[config.mk]
export PLATFORM = sky130hd
export DESIGN_NAME = quaternion_orientation_accumulator
export DESIGN_NICKNAME = d
export VERILOG_FILES = /design/src/hdl/qoa_pkg.sv /design/src/hdl/qoa_mac.sv /design/src/hdl/qoa_dsu.sv /design/src/hdl/quaternion_orientation_accumulator.sv
export SDC_FILE = /design/constraint.sdc
export NUM_CORES = 2
export LEC_CHECK = 0
export BUFFER_PORTS_ARGS = -buffer_cell sky130_fd_sc_hd__buf_2
export CAP_MARGIN = 20
export CELL_PAD_IN_SITES_DETAIL_PLACEMENT = 1
export CELL_PAD_IN_SITES_GLOBAL_PLACEMENT = 2
export CORE_ASPECT_RATIO = 0.5
export CORE_UTILIZATION = 30
export DETAILED_ROUTE_END_ITERATION = 10
export PLACE_DENSITY = 0.68
export SLEW_MARGIN = 20
export SYNTH_ARGS = -nofsm -noshare
export SYNTH_HDL_FRONTEND = slang
export SYNTH_SLANG_ARGS = --single-unit
[constraint.sdc]
create_clock -name clk -period 13 [get_ports clk]
set_input_delay 2.6 -clock clk [delete_from_list [all_inputs] [get_ports clk]]
set_output_delay 2.6 -clock clk [all_outputs]
set_load 0.02 [all_outputs]
[src/hdl/qoa_pkg.sv]
// Shared types, constants and helpers for the quaternion orientation accumulator.
// Used by qoa_mac, qoa_dsu and quaternion_orientation_accumulator; no dependencies.
package qoa_pkg;

  localparam int CW     = 16;             // component width, signed Q2.14
  localparam int FRAC   = CW - 2;         // fraction bits of a component
  localparam int TOL_W  = 14;             // norm tolerance register width
  localparam int PROD_W = 2 * CW;         // one signed product
  localparam int ACC_W  = PROD_W + 2;     // sum of four products
  localparam int NORM_W = PROD_W + 1;     // sum of four squares
  localparam int ROOT_W = CW + 1;         // integer square root of the norm, quotient width
  localparam int DSU_W  = 2 * ROOT_W;     // shift-subtract datapath width
  localparam int NUM_W  = CW + FRAC;      // rescale numerator width
  localparam int PRE_W  = NUM_W - ROOT_W; // numerator bits above the quotient window

  typedef logic signed [CW-1:0] comp_t;

  localparam comp_t COMP_MAX = {1'b0, {(CW-1){1'b1}}};
  localparam comp_t COMP_MIN = {1'b1, {(CW-1){1'b0}}};
  localparam comp_t ONE_Q    = {2'b01, {FRAC{1'b0}}};

  localparam logic [NORM_W-1:0] NORM_ONE  = NORM_W'(1) << (2 * FRAC);
  localparam logic [DSU_W-1:0]  ROOT_BIT0 = DSU_W'(1) << (DSU_W - 2);

  // Hamilton product term signs, indexed by {component, term}; a set bit subtracts
  localparam logic [15:0] NEG_TAB = 16'h428E;

  typedef logic [0:0] dsu_mode_t;
  localparam dsu_mode_t DSU_SQRT = 1'b0;
  localparam dsu_mode_t DSU_DIV  = 1'b1;

  typedef struct packed {
    logic valid;
    logic first;
    logic last;
    logic neg;
  } mac_ctrl_t;

  typedef struct packed {
    logic              start;
    dsu_mode_t         mode;
    logic [DSU_W-1:0]  num;
    logic [ROOT_W-1:0] den;
  } dsu_ctrl_t;

  typedef struct packed {
    logic              busy;
    logic              done;
    logic              big;
    logic [ROOT_W-1:0] res;
  } dsu_stat_t;

  typedef struct packed {
    logic  sat;
    comp_t val;
  } rnd_t;

  // Round a 2*FRAC-fraction sum to FRAC fraction bits (half up), then saturate
  function automatic rnd_t round_sat(input logic signed [ACC_W-1:0] acc);
    logic signed [ACC_W:0]      v;
    logic signed [ACC_W-FRAC:0] sh;
    logic                       ovf;
    rnd_t                       r;
    v   = {acc[ACC_W-1], acc} + (ACC_W+1)'(1 << (FRAC - 1));
    sh  = v[ACC_W:FRAC];
    ovf = sh[ACC_W-FRAC:CW-1] != {(ACC_W-FRAC-CW+2){sh[CW-1]}};
    r.sat = ovf;
    if (ovf) begin
      r.val = sh[ACC_W-FRAC] ? COMP_MIN : COMP_MAX;
    end else begin
      r.val = sh[CW-1:0];
    end
    return r;
  endfunction

endpackage

[src/hdl/qoa_mac.sv]
// Shared multiply-accumulate unit: registered signed product, then signed accumulate.
// Depends on qoa_pkg.
module qoa_mac (
  input  logic                              clk,
  input  logic                              rst_n,
  input  qoa_pkg::mac_ctrl_t                ctrl,
  input  qoa_pkg::comp_t                    a,
  input  qoa_pkg::comp_t                    b,
  output logic signed [qoa_pkg::ACC_W-1:0]  acc,
  output logic                              done
);

  localparam int PROD_W = qoa_pkg::PROD_W;
  localparam int ACC_W  = qoa_pkg::ACC_W;

  qoa_pkg::mac_ctrl_t        ctl_r;
  logic signed [PROD_W-1:0]  prod_r;
  logic signed [ACC_W-1:0]   acc_r;
  logic                      done_r;
  logic signed [ACC_W-1:0]   base;
  logic signed [ACC_W-1:0]   term;

  always_ff @(posedge clk) begin
    if (!rst_n) begin
      ctl_r  <= '0;
      done_r <= 1'b0;
    end else begin
      ctl_r  <= ctrl;
      done_r <= ctl_r.valid && ctl_r.last;
    end
  end

  always_comb begin
    base = ctl_r.first ? '0 : acc_r;
    term = ctl_r.neg ? -ACC_W'(prod_r) : ACC_W'(prod_r);
  end

  always_ff @(posedge clk) begin
    prod_r <= a * b;
    if (ctl_r.valid) begin
      acc_r <= base + term;
    end
  end

  assign acc  = acc_r;
  assign done = done_r;

endmodule

[src/hdl/qoa_dsu.sv]
// Shared shift-subtract unit: one root bit or one quotient bit per cycle.
// Runs integer square root of the norm and the per-component rescale division. Depends on qoa_pkg.
module qoa_dsu (
  input  logic                clk,
  input  logic                rst_n,
  input  qoa_pkg::dsu_ctrl_t  ctrl,
  output qoa_pkg::dsu_stat_t  stat
);

  localparam int DSU_W  = qoa_pkg::DSU_W;
  localparam int ROOT_W = qoa_pkg::ROOT_W;
  localparam int NUM_W  = qoa_pkg::NUM_W;
  localparam int CNT_W  = $clog2(ROOT_W + 1);

  logic                 busy_r;
  logic                 done_r;
  logic [CNT_W-1:0]     cnt_r;
  qoa_pkg::dsu_mode_t   mode_r;
  logic                 big_r;
  logic [DSU_W-1:0]     x_r;
  logic [DSU_W-1:0]     res_r;
  logic [DSU_W-1:0]     bit_r;
  logic [ROOT_W-1:0]    den_r;
  logic [DSU_W-1:0]     op_a;
  logic [DSU_W-1:0]     op_b;
  logic [DSU_W-1:0]     diff;
  logic                 ge;

  // the one compare-subtract both operations share
  always_comb begin
    if (mode_r == qoa_pkg::DSU_SQRT) begin
      op_a = x_r;
      op_b = res_r + bit_r;
    end else begin
      op_a = DSU_W'({x_r[ROOT_W-1:0], bit_r[ROOT_W-1]});
      op_b = DSU_W'(den_r);
    end
    ge   = op_a >= op_b;
    diff = op_a - op_b;
  end

  always_ff @(posedge clk) begin
    if (!rst_n) begin
      busy_r <= 1'b0;
      done_r <= 1'b0;
      cnt_r  <= '0;
    end else begin
      done_r <= 1'b0;
      if (ctrl.start) begin
        busy_r <= 1'b1;
        cnt_r  <= CNT_W'(ROOT_W);
      end else if (busy_r) begin
        cnt_r <= cnt_r - 1'b1;
        if (cnt_r == CNT_W'(1)) begin
          busy_r <= 1'b0;
          done_r <= 1'b1;
        end
      end
    end
  end

  always_ff @(posedge clk) begin
    if (ctrl.start) begin
      mode_r <= ctrl.mode;
      den_r  <= ctrl.den;
      res_r  <= '0;
      if (ctrl.mode == qoa_pkg::DSU_SQRT) begin
        x_r   <= ctrl.num;
        bit_r <= qoa_pkg::ROOT_BIT0;
        big_r <= 1'b0;
      end else begin
        // upper numerator bits preload the remainder; quotient overflow if they reach den
        x_r   <= DSU_W'(ctrl.num[NUM_W-1:ROOT_W]);
        bit_r <= DSU_W'(ctrl.num[ROOT_W-1:0]);
        big_r <= ROOT_W'(ctrl.num[NUM_W-1:ROOT_W]) >= ctrl.den;
      end
    end else if (busy_r) begin
      if (mode_r == qoa_pkg::DSU_SQRT) begin
        if (ge) begin
          x_r   <= diff;
          res_r <= (res_r >> 1) + bit_r;
        end else begin
          res_r <= res_r >> 1;
        end
        bit_r <= bit_r >> 2;
      end else begin
        x_r   <= ge ? diff : op_a;
        res_r <= {res_r[DSU_W-2:0], ge};
        bit_r <= bit_r << 1;
      end
    end
  end

  always_comb begin
    stat.busy = busy_r;
    stat.done = done_r;
    stat.big  = big_r;
    stat.res  = res_r[ROOT_W-1:0];
  end

endmodule

[src/hdl/quaternion_orientation_accumulator.sv]
// Quaternion orientation accumulator: Hamilton product, norm check, rescale. Uses qoa_pkg,
// qoa_mac and qoa_dsu. A load item goes straight to the output stage; a multiply runs 16 products
// and 4 squares through the one multiplier and, when it rescales, then a 17-step square root
// and four 17-step divisions on the shift-subtract unit.
// One item at a time; the next is taken once the result is in the output register.
// Synchronous reset: identity orientation, tolerance 16, no result pending.
module quaternion_orientation_accumulator (
  input  logic                             clk,
  input  logic                             rst_n,
  input  logic                             in_valid,
  output logic                             in_stall,
  input  logic                             in_command,
  input  qoa_pkg::comp_t                   in_w,
  input  qoa_pkg::comp_t                   in_x,
  input  qoa_pkg::comp_t                   in_y,
  input  qoa_pkg::comp_t                   in_z,
  output logic                             out_valid,
  input  logic                             out_stall,
  output qoa_pkg::comp_t                   out_w,
  output qoa_pkg::comp_t                   out_x,
  output qoa_pkg::comp_t                   out_y,
  output qoa_pkg::comp_t                   out_z,
  output logic                             out_renormalized,
  output logic                             out_fault,
  input  logic                             cfg_valid,
  output logic                             cfg_ready,
  input  logic [qoa_pkg::TOL_W-1:0]        cfg_data
);

  localparam int CW     = qoa_pkg::CW;
  localparam int FRAC   = qoa_pkg::FRAC;
  localparam int TOL_W  = qoa_pkg::TOL_W;
  localparam int ACC_W  = qoa_pkg::ACC_W;
  localparam int NORM_W = qoa_pkg::NORM_W;
  localparam int ROOT_W = qoa_pkg::ROOT_W;
  localparam int DSU_W  = qoa_pkg::DSU_W;
  localparam int NUM_W  = qoa_pkg::NUM_W;

  localparam logic [ROOT_W-1:0] Q_HALF = ROOT_W'(1) << (CW - 1);

  localparam logic [2:0] S_IDLE   = 3'd0;
  localparam logic [2:0] S_PROD   = 3'd1;
  localparam logic [2:0] S_SQ     = 3'd2;
  localparam logic [2:0] S_CHK    = 3'd3;
  localparam logic [2:0] S_ROOT   = 3'd4;
  localparam logic [2:0] S_DSTART = 3'd5;
  localparam logic [2:0] S_DIV    = 3'd6;
  localparam logic [2:0] S_FIN    = 3'd7;

  logic [2:0]            state_r;
  logic [4:0]            step_r;
  logic [1:0]            wr_cnt_r;
  logic [1:0]            idx_r;
  logic [TOL_W-1:0]      tol_r;
  logic                  renorm_r;
  logic                  fault_r;
  logic [NORM_W-1:0]     n_r;
  logic [ROOT_W-1:0]     s_r;
  qoa_pkg::comp_t        orient_r [4];
  qoa_pkg::comp_t        bq_r [4];
  qoa_pkg::comp_t        p_r [4];
  logic                  out_valid_r;
  qoa_pkg::comp_t        out_w_r;
  qoa_pkg::comp_t        out_x_r;
  qoa_pkg::comp_t        out_y_r;
  qoa_pkg::comp_t        out_z_r;
  logic                  out_renorm_r;
  logic                  out_fault_r;

  logic [1:0]            t_idx;
  logic [1:0]            c_idx;
  logic [1:0]            rd_idx;
  qoa_pkg::comp_t        p_rd;
  qoa_pkg::mac_ctrl_t    mac_ctrl;
  qoa_pkg::comp_t        mac_a;
  qoa_pkg::comp_t        mac_b;
  logic signed [ACC_W-1:0] mac_acc;
  logic                  mac_done;
  qoa_pkg::rnd_t         rnd;
  logic [NORM_W-1:0]     n_dev;
  logic                  n_zero;
  logic                  need_scale;
  logic [CW-1:0]         mag;
  logic [NUM_W-1:0]      div_num;
  qoa_pkg::dsu_ctrl_t    dsu_ctrl;
  qoa_pkg::dsu_stat_t    dsu_stat;
  logic                  q_big;
  qoa_pkg::comp_t        resc_val;
  logic                  resc_sat;
  logic                  in_accept;
  logic                  out_free;

  assign in_stall  = state_r != S_IDLE;
  assign in_accept = in_valid && !in_stall;
  assign cfg_ready = 1'b1;
  assign out_free  = !out_valid_r || !out_stall;

  assign t_idx  = step_r[1:0];
  assign c_idx  = step_r[3:2];
  assign rd_idx = (state_r == S_SQ) ? t_idx : idx_r;
  assign p_rd   = p_r[rd_idx];

  // product terms: left operand follows the term, right operand is component xor term
  always_comb begin
    mac_ctrl = '0;
    mac_a    = p_rd;
    mac_b    = p_rd;
    if (state_r == S_PROD) begin
      mac_a          = orient_r[t_idx];
      mac_b          = bq_r[c_idx ^ t_idx];
      mac_ctrl.valid = !step_r[4];
      mac_ctrl.neg   = qoa_pkg::NEG_TAB[step_r[3:0]];
    end else if (state_r == S_SQ) begin
      mac_ctrl.valid = step_r[4:2] == 3'd0;
    end
    mac_ctrl.first = t_idx == 2'd0;
    mac_ctrl.last  = t_idx == 2'd3;
  end

  qoa_mac u_mac (
    .clk   (clk),
    .rst_n (rst_n),
    .ctrl  (mac_ctrl),
    .a     (mac_a),
    .b     (mac_b),
    .acc   (mac_acc),
    .done  (mac_done)
  );

  assign rnd = qoa_pkg::round_sat(mac_acc);

  always_comb begin
    n_dev      = (n_r > qoa_pkg::NORM_ONE) ? n_r - qoa_pkg::NORM_ONE : qoa_pkg::NORM_ONE - n_r;
    n_zero     = n_r == '0;
    need_scale = n_dev > NORM_W'({tol_r, {FRAC{1'b0}}});
  end

  // rescale numerator: |c| * 2^FRAC + s/2, rounds the quotient to nearest
  always_comb begin
    mag     = p_rd[CW-1] ? CW'(~p_rd + 1'b1) : p_rd;
    div_num = NUM_W'({mag, {FRAC{1'b0}}}) + NUM_W'(s_r >> 1);
  end

  always_comb begin
    dsu_ctrl.start = (state_r == S_CHK && !n_zero && need_scale) || (state_r == S_DSTART);
    dsu_ctrl.mode  = (state_r == S_CHK) ? qoa_pkg::DSU_SQRT : qoa_pkg::DSU_DIV;
    dsu_ctrl.num   = (state_r == S_CHK) ? DSU_W'(n_r) : DSU_W'(div_num);
    dsu_ctrl.den   = s_r;
  end

  qoa_dsu u_dsu (
    .clk   (clk),
    .rst_n (rst_n),
    .ctrl  (dsu_ctrl),
    .stat  (dsu_stat)
  );

  // clamp the quotient magnitude at half range; only a positive clamp is a fault
  always_comb begin
    q_big = dsu_stat.big || (dsu_stat.res >= Q_HALF);
    if (!p_rd[CW-1]) begin
      resc_sat = q_big;
      resc_val = q_big ? qoa_pkg::COMP_MAX : dsu_stat.res[CW-1:0];
    end else begin
      resc_sat = 1'b0;
      resc_val = q_big ? qoa_pkg::COMP_MIN : CW'(~dsu_stat.res[CW-1:0] + 1'b1);
    end
  end

  always_ff @(posedge clk) begin
    if (!rst_n) begin
      state_r     <= S_IDLE;
      step_r      <= '0;
      wr_cnt_r    <= '0;
      idx_r       <= '0;
      tol_r       <= TOL_W'(16);
      out_valid_r <= 1'b0;
      orient_r[0] <= qoa_pkg::ONE_Q;
      orient_r[1] <= '0;
      orient_r[2] <= '0;
      orient_r[3] <= '0;
    end else begin
      if (cfg_valid && cfg_ready) begin
        tol_r <= cfg_data;
      end
      if (out_valid_r && !out_stall && state_r != S_FIN) begin
        out_valid_r <= 1'b0;
      end
      unique case (state_r)
        S_IDLE: begin
          if (in_valid) begin
            state_r  <= in_command ? S_FIN : S_PROD;
            step_r   <= '0;
            wr_cnt_r <= '0;
          end
        end
        S_PROD: begin
          if (!step_r[4]) begin
            step_r <= step_r + 1'b1;
          end
          if (mac_done) begin
            wr_cnt_r <= wr_cnt_r + 1'b1;
            if (wr_cnt_r == 2'd3) begin
              step_r  <= '0;
              state_r <= S_SQ;
            end
          end
        end
        S_SQ: begin
          if (step_r[4:2] == 3'd0) begin
            step_r <= step_r + 1'b1;
          end
          if (mac_done) begin
            state_r <= S_CHK;
          end
        end
        S_CHK: begin
          state_r <= (!n_zero && need_scale) ? S_ROOT : S_FIN;
        end
        S_ROOT: begin
          if (dsu_stat.done) begin
            idx_r   <= '0;
            state_r <= S_DSTART;
          end
        end
        S_DSTART: begin
          state_r <= S_DIV;
        end
        S_DIV: begin
          if (dsu_stat.done) begin
            idx_r   <= idx_r + 1'b1;
            state_r <= (idx_r == 2'd3) ? S_FIN : S_DSTART;
          end
        end
        S_FIN: begin
          // hold until the output register is free
          if (out_free) begin
            out_valid_r <= 1'b1;
            orient_r    <= p_r;
            state_r     <= S_IDLE;
          end
        end
        default: begin
          state_r <= S_IDLE;
        end
      endcase
    end
  end

  always_ff @(posedge clk) begin
    unique case (state_r)
      S_IDLE: begin
        renorm_r <= 1'b0;
        fault_r  <= 1'b0;
        if (in_accept && in_command) begin
          p_r[0] <= in_w;
          p_r[1] <= in_x;
          p_r[2] <= in_y;
          p_r[3] <= in_z;
        end else if (in_accept) begin
          bq_r[0] <= in_w;
          bq_r[1] <= in_x;
          bq_r[2] <= in_y;
          bq_r[3] <= in_z;
        end
      end
      S_PROD: begin
        if (mac_done) begin
          p_r[wr_cnt_r] <= rnd.val;
          fault_r       <= fault_r | rnd.sat;
        end
      end
      S_SQ: begin
        if (mac_done) begin
          n_r <= mac_acc[NORM_W-1:0];
        end
      end
      S_CHK: begin
        if (n_zero) begin
          fault_r <= 1'b1;
        end
      end
      S_ROOT: begin
        if (dsu_stat.done) begin
          s_r      <= dsu_stat.res;
          renorm_r <= 1'b1;
        end
      end
      S_DSTART: begin
      end
      S_DIV: begin
        if (dsu_stat.done) begin
          p_r[idx_r] <= resc_val;
          fault_r    <= fault_r | resc_sat;
        end
      end
      S_FIN: begin
        if (out_free) begin
          out_w_r      <= p_r[0];
          out_x_r      <= p_r[1];
          out_y_r      <= p_r[2];
          out_z_r      <= p_r[3];
          out_renorm_r <= renorm_r;
          out_fault_r  <= fault_r;
        end
      end
      default: begin
      end
    endcase
  end

  assign out_valid        = out_valid_r;
  assign out_w            = out_w_r;
  assign out_x            = out_x_r;
  assign out_y            = out_y_r;
  assign out_z            = out_z_r;
  assign out_renormalized = out_renorm_r;
  assign out_fault        = out_fault_r;

  a_sq_after_four_writes: assert property (@(posedge clk) disable iff (!rst_n)
    (state_r == S_SQ) |-> (wr_cnt_r == 2'd0))
    else $error("squares started before all four product components were written");

  a_dsu_start_when_idle: assert property (@(posedge clk) disable iff (!rst_n)
    dsu_ctrl.start |-> !dsu_stat.busy)
    else $error("shift-subtract unit restarted while busy");

  a_dsu_done_expected: assert property (@(posedge clk) disable iff (!rst_n)
    dsu_stat.done |-> (state_r == S_ROOT || state_r == S_DIV))
    else $error("shift-subtract result arrived while the sequencer was not waiting");

  a_accept_leaves_idle: assert property (@(posedge clk) disable iff (!rst_n)
    (in_valid && !in_stall) |=> (state_r != S_IDLE))
    else $error("accepted item did not start processing");

endmodule

==> results.ini <==
[outcome]
status = finished clean

[finish]
multi_input_area_um2 = 27300
antennaDiodeCount = 0
drive_gt1_share_pct = 9.902
seq_area_um2 = 14410
postLayoutCellArea_um2 = 49210
final_nets = 5263
final_common_cell = nand2_1
fillerInstances = 16370
final_cell_mix = 494 x nand2_1, 413 x inv_1, 367 x edfxtp_1, 338 x nor2_1, 267 x fa_1
area_growth_pct = 11.96

[synthesis]
synth_edf_count = 367
synth_flop_cell = edfxtp_1
synth_xor_area_share_pct = 4.819
syn_nets = 5185
synth_compound_area_share_pct = 15.19
synth_top_family_by_area = adder cells
yosysSeqAreaShare_pct = 32.77
yosysWarnings = 0
synth.area.mux_share_pct = 8.104
synth_fa_ha_area_share_pct = 19.73
synth_seq_cells = 536
avgSynthCellArea_um2 = 9.622
synthCells = 4568
netlist_area_um2 = 43950
ys_types = 94
yosys.area_share.simple_pct = 13.93
synthArstFlopShare_pct = 0

[worst_hold_path]
hold_path_class = flop to flop
worstHoldPathCells = 0

[worst_setup_path]
crit_path_start_kind = flop
slowest_delay_ns = 0.94
worstPathArrival_ns = 10.68
worstPathMaxFanout = 24
critPathRequiredTime_ns = 13.64
worst_path_max_delay_cell = dfxtp_1
worst_r2r_path_depth = 28
cp-end-kind = flop
cpMostUsedCell = fa_1
crit_type = flop to flop

[placed_design]
io_buffers = 151
place_area_um2 = 47000
detailed_place_hpwl_um = 122400
routabilityCongestion = 0.8991

[floorplanning]
core_um2 = 144100
die_w_um = 543.3
die_h_um = 272.7
ios = 153
rows = 98
start_util_pct = 30.51
dieArea_um2 = 148100

[run]
max_cap_viol_count = 0

[global_route]
grt_pass1_wl_um = 242400
grt_pass1_vias = 37050
overflow = 0
antenna_found_initial = 4
track_usage_pct = 21.61
grt_max_degree = 76

[sta]
fin_crit_sh_pct = 77.18
hold_viol_final = 0
period_needed_ns = 10.03
clock.fmax_mhz = 99.66
tightest_slew_ns = 1.233
slew_headroom_pct = 17.23
rsz0062_at_grt = no
setup_viol = 0
slew_violations = 0
fin_setup_tns_ns = 0
skew_ns = 0.06454

[clock_network]
cts_made_buffers = 59
tritoncts = yes
cts_setup_buffers = 0
numClockSinks = 536
hold_buffers = 0
root_buffer = clkbuf_16
htree_levels = 2
clk_latency_ns = 0.72
clockBufferDepth = 3
cts_resized = 0
clk_pin_slew_ns = 0.07

[routing]
drc = 0
dr.pass1.iters = 5
num_vias = 35320
vias_per_cell = 5.314
first_iter_violations = 2511
totalWireLength_um = 160900
wl_per_cell_um = 24.20
ant_nets = 0

routing by layer:
metal  vias up  wire length, µm  track usage (%)  share of wire (%)
met4         0             3124            4.401                1.9
met2       739            74780            35.77                 46
met1     18230            75380            30.28                 47
met5         -                0                0                  0
li1      16200                -                -                  -
met3       148             7574            2.530                4.7
through the flow:
stage	setup slack (ns)	hold slack, ns	std cells	util [%]
floorplan	4.631	0.4003	4568	-
global placement	3.251	0.4287	6535	32.61
detailed placement	3.050	0.4307	6535	32.62
CTS	3.067	0.4496	6646	34.15
global route	2.425	0.4580	6646	34.16
finish	2.966	0.4484	6646	34.16
worst max-delay path, delay by kind of cell, from the launching register on:
kind | cells | cell delay (ns)
adder cells (fa/ha/maj) | 7 | 3.35
AO/OA/AOI/OAI | 10 | 2.51
AND/OR/NAND/NOR | 4 | 1.48
multiplexers | 2 | 1.03
flip-flops | 1 | 0.94
buffers and inverters | 4 | 0.53
XOR/XNOR | 1 | 0.13
registers in the layout (all words and copies together), names as in the netlist, 14 cells and up:
name          flops
bq_r             64
orient_r         64
p_r              64
u_dsu.bit_r      34
u_dsu.res_r      34
u_dsu.x_r        34
u_mac.acc        34
n_r              33
u_mac.prod_r     32
s_r              17
u_dsu.den_r      17
out_w            16
out_x            16
out_y            16
out_z            16
tol_r            14
area by class of cell:
class / count / share of cell area [%]
Sequential cell: 536 / 29.28
Multi-Input combinational cell: 3409 / 55.48
Clock inverter: 34 / 1.081
Clock buffer: 77 / 3.397
Timing Repair Buffer: 221 / 2.609
Tap cell: 1950 / 4.958
Inverter: 419 / 3.201
cells in the mapped netlist, drive strengths merged, types with 47 or more instances:
library cell / count / share of area (%)
nand2: 496 / 4.2
inv: 417 / 3.6
edfxtp: 367 / 25
nor2: 347 / 3.0
fa: 267 / 12
mux2i: 267 / 6.1
ha: 266 / 7.6
a21oi: 232 / 2.7
o21ai: 183 / 2.1
xnor2: 170 / 3.4
dfxtp: 169 / 7.7
clkbuf: 156 / 1.3
a21o: 103 / 1.8
nor2b: 95 / 1.4
nand3: 82 / 0.96
a21boi: 79 / 1.3
xor2: 71 / 1.4
nand2b: 60 / 0.85
buf: 48 / 0.54
nor3: 48 / 0.58
o211ai: 47 / 0.80
o21a: 47 / 0.80
logic make-up (layout without fill, tap and decap cells):
logic type | count (synthesis) | in the layout
buffers and inverters | 623 | 751
xor gates and xnor gates | 241 | 241
AOI/OAI and AO/OA | 1000 | 1000
and+or+nand+nor | 1315 | 1315
adders and majority gates | 533 | 533
muxes | 319 | 319
other | 1 | 1
DFF | 536 | 536
final timing paths:
| check | startpoint | end | slack (ns) |
|---|---|---|---|
| max | state_r[1] | u_mac.prod_r[30] | 2.97 |
| min reg2reg | u_mac.acc[3] | n_r[3] | 0.45 |
| max reg2reg | state_r[1] | u_mac.prod_r[30] | 2.97 |
| min | u_mac.acc[3] | n_r[3] | 0.45 |
Power is not shown: default switching activity piles up to over one toggle a cycle in this logic, so the estimate is an artifact.
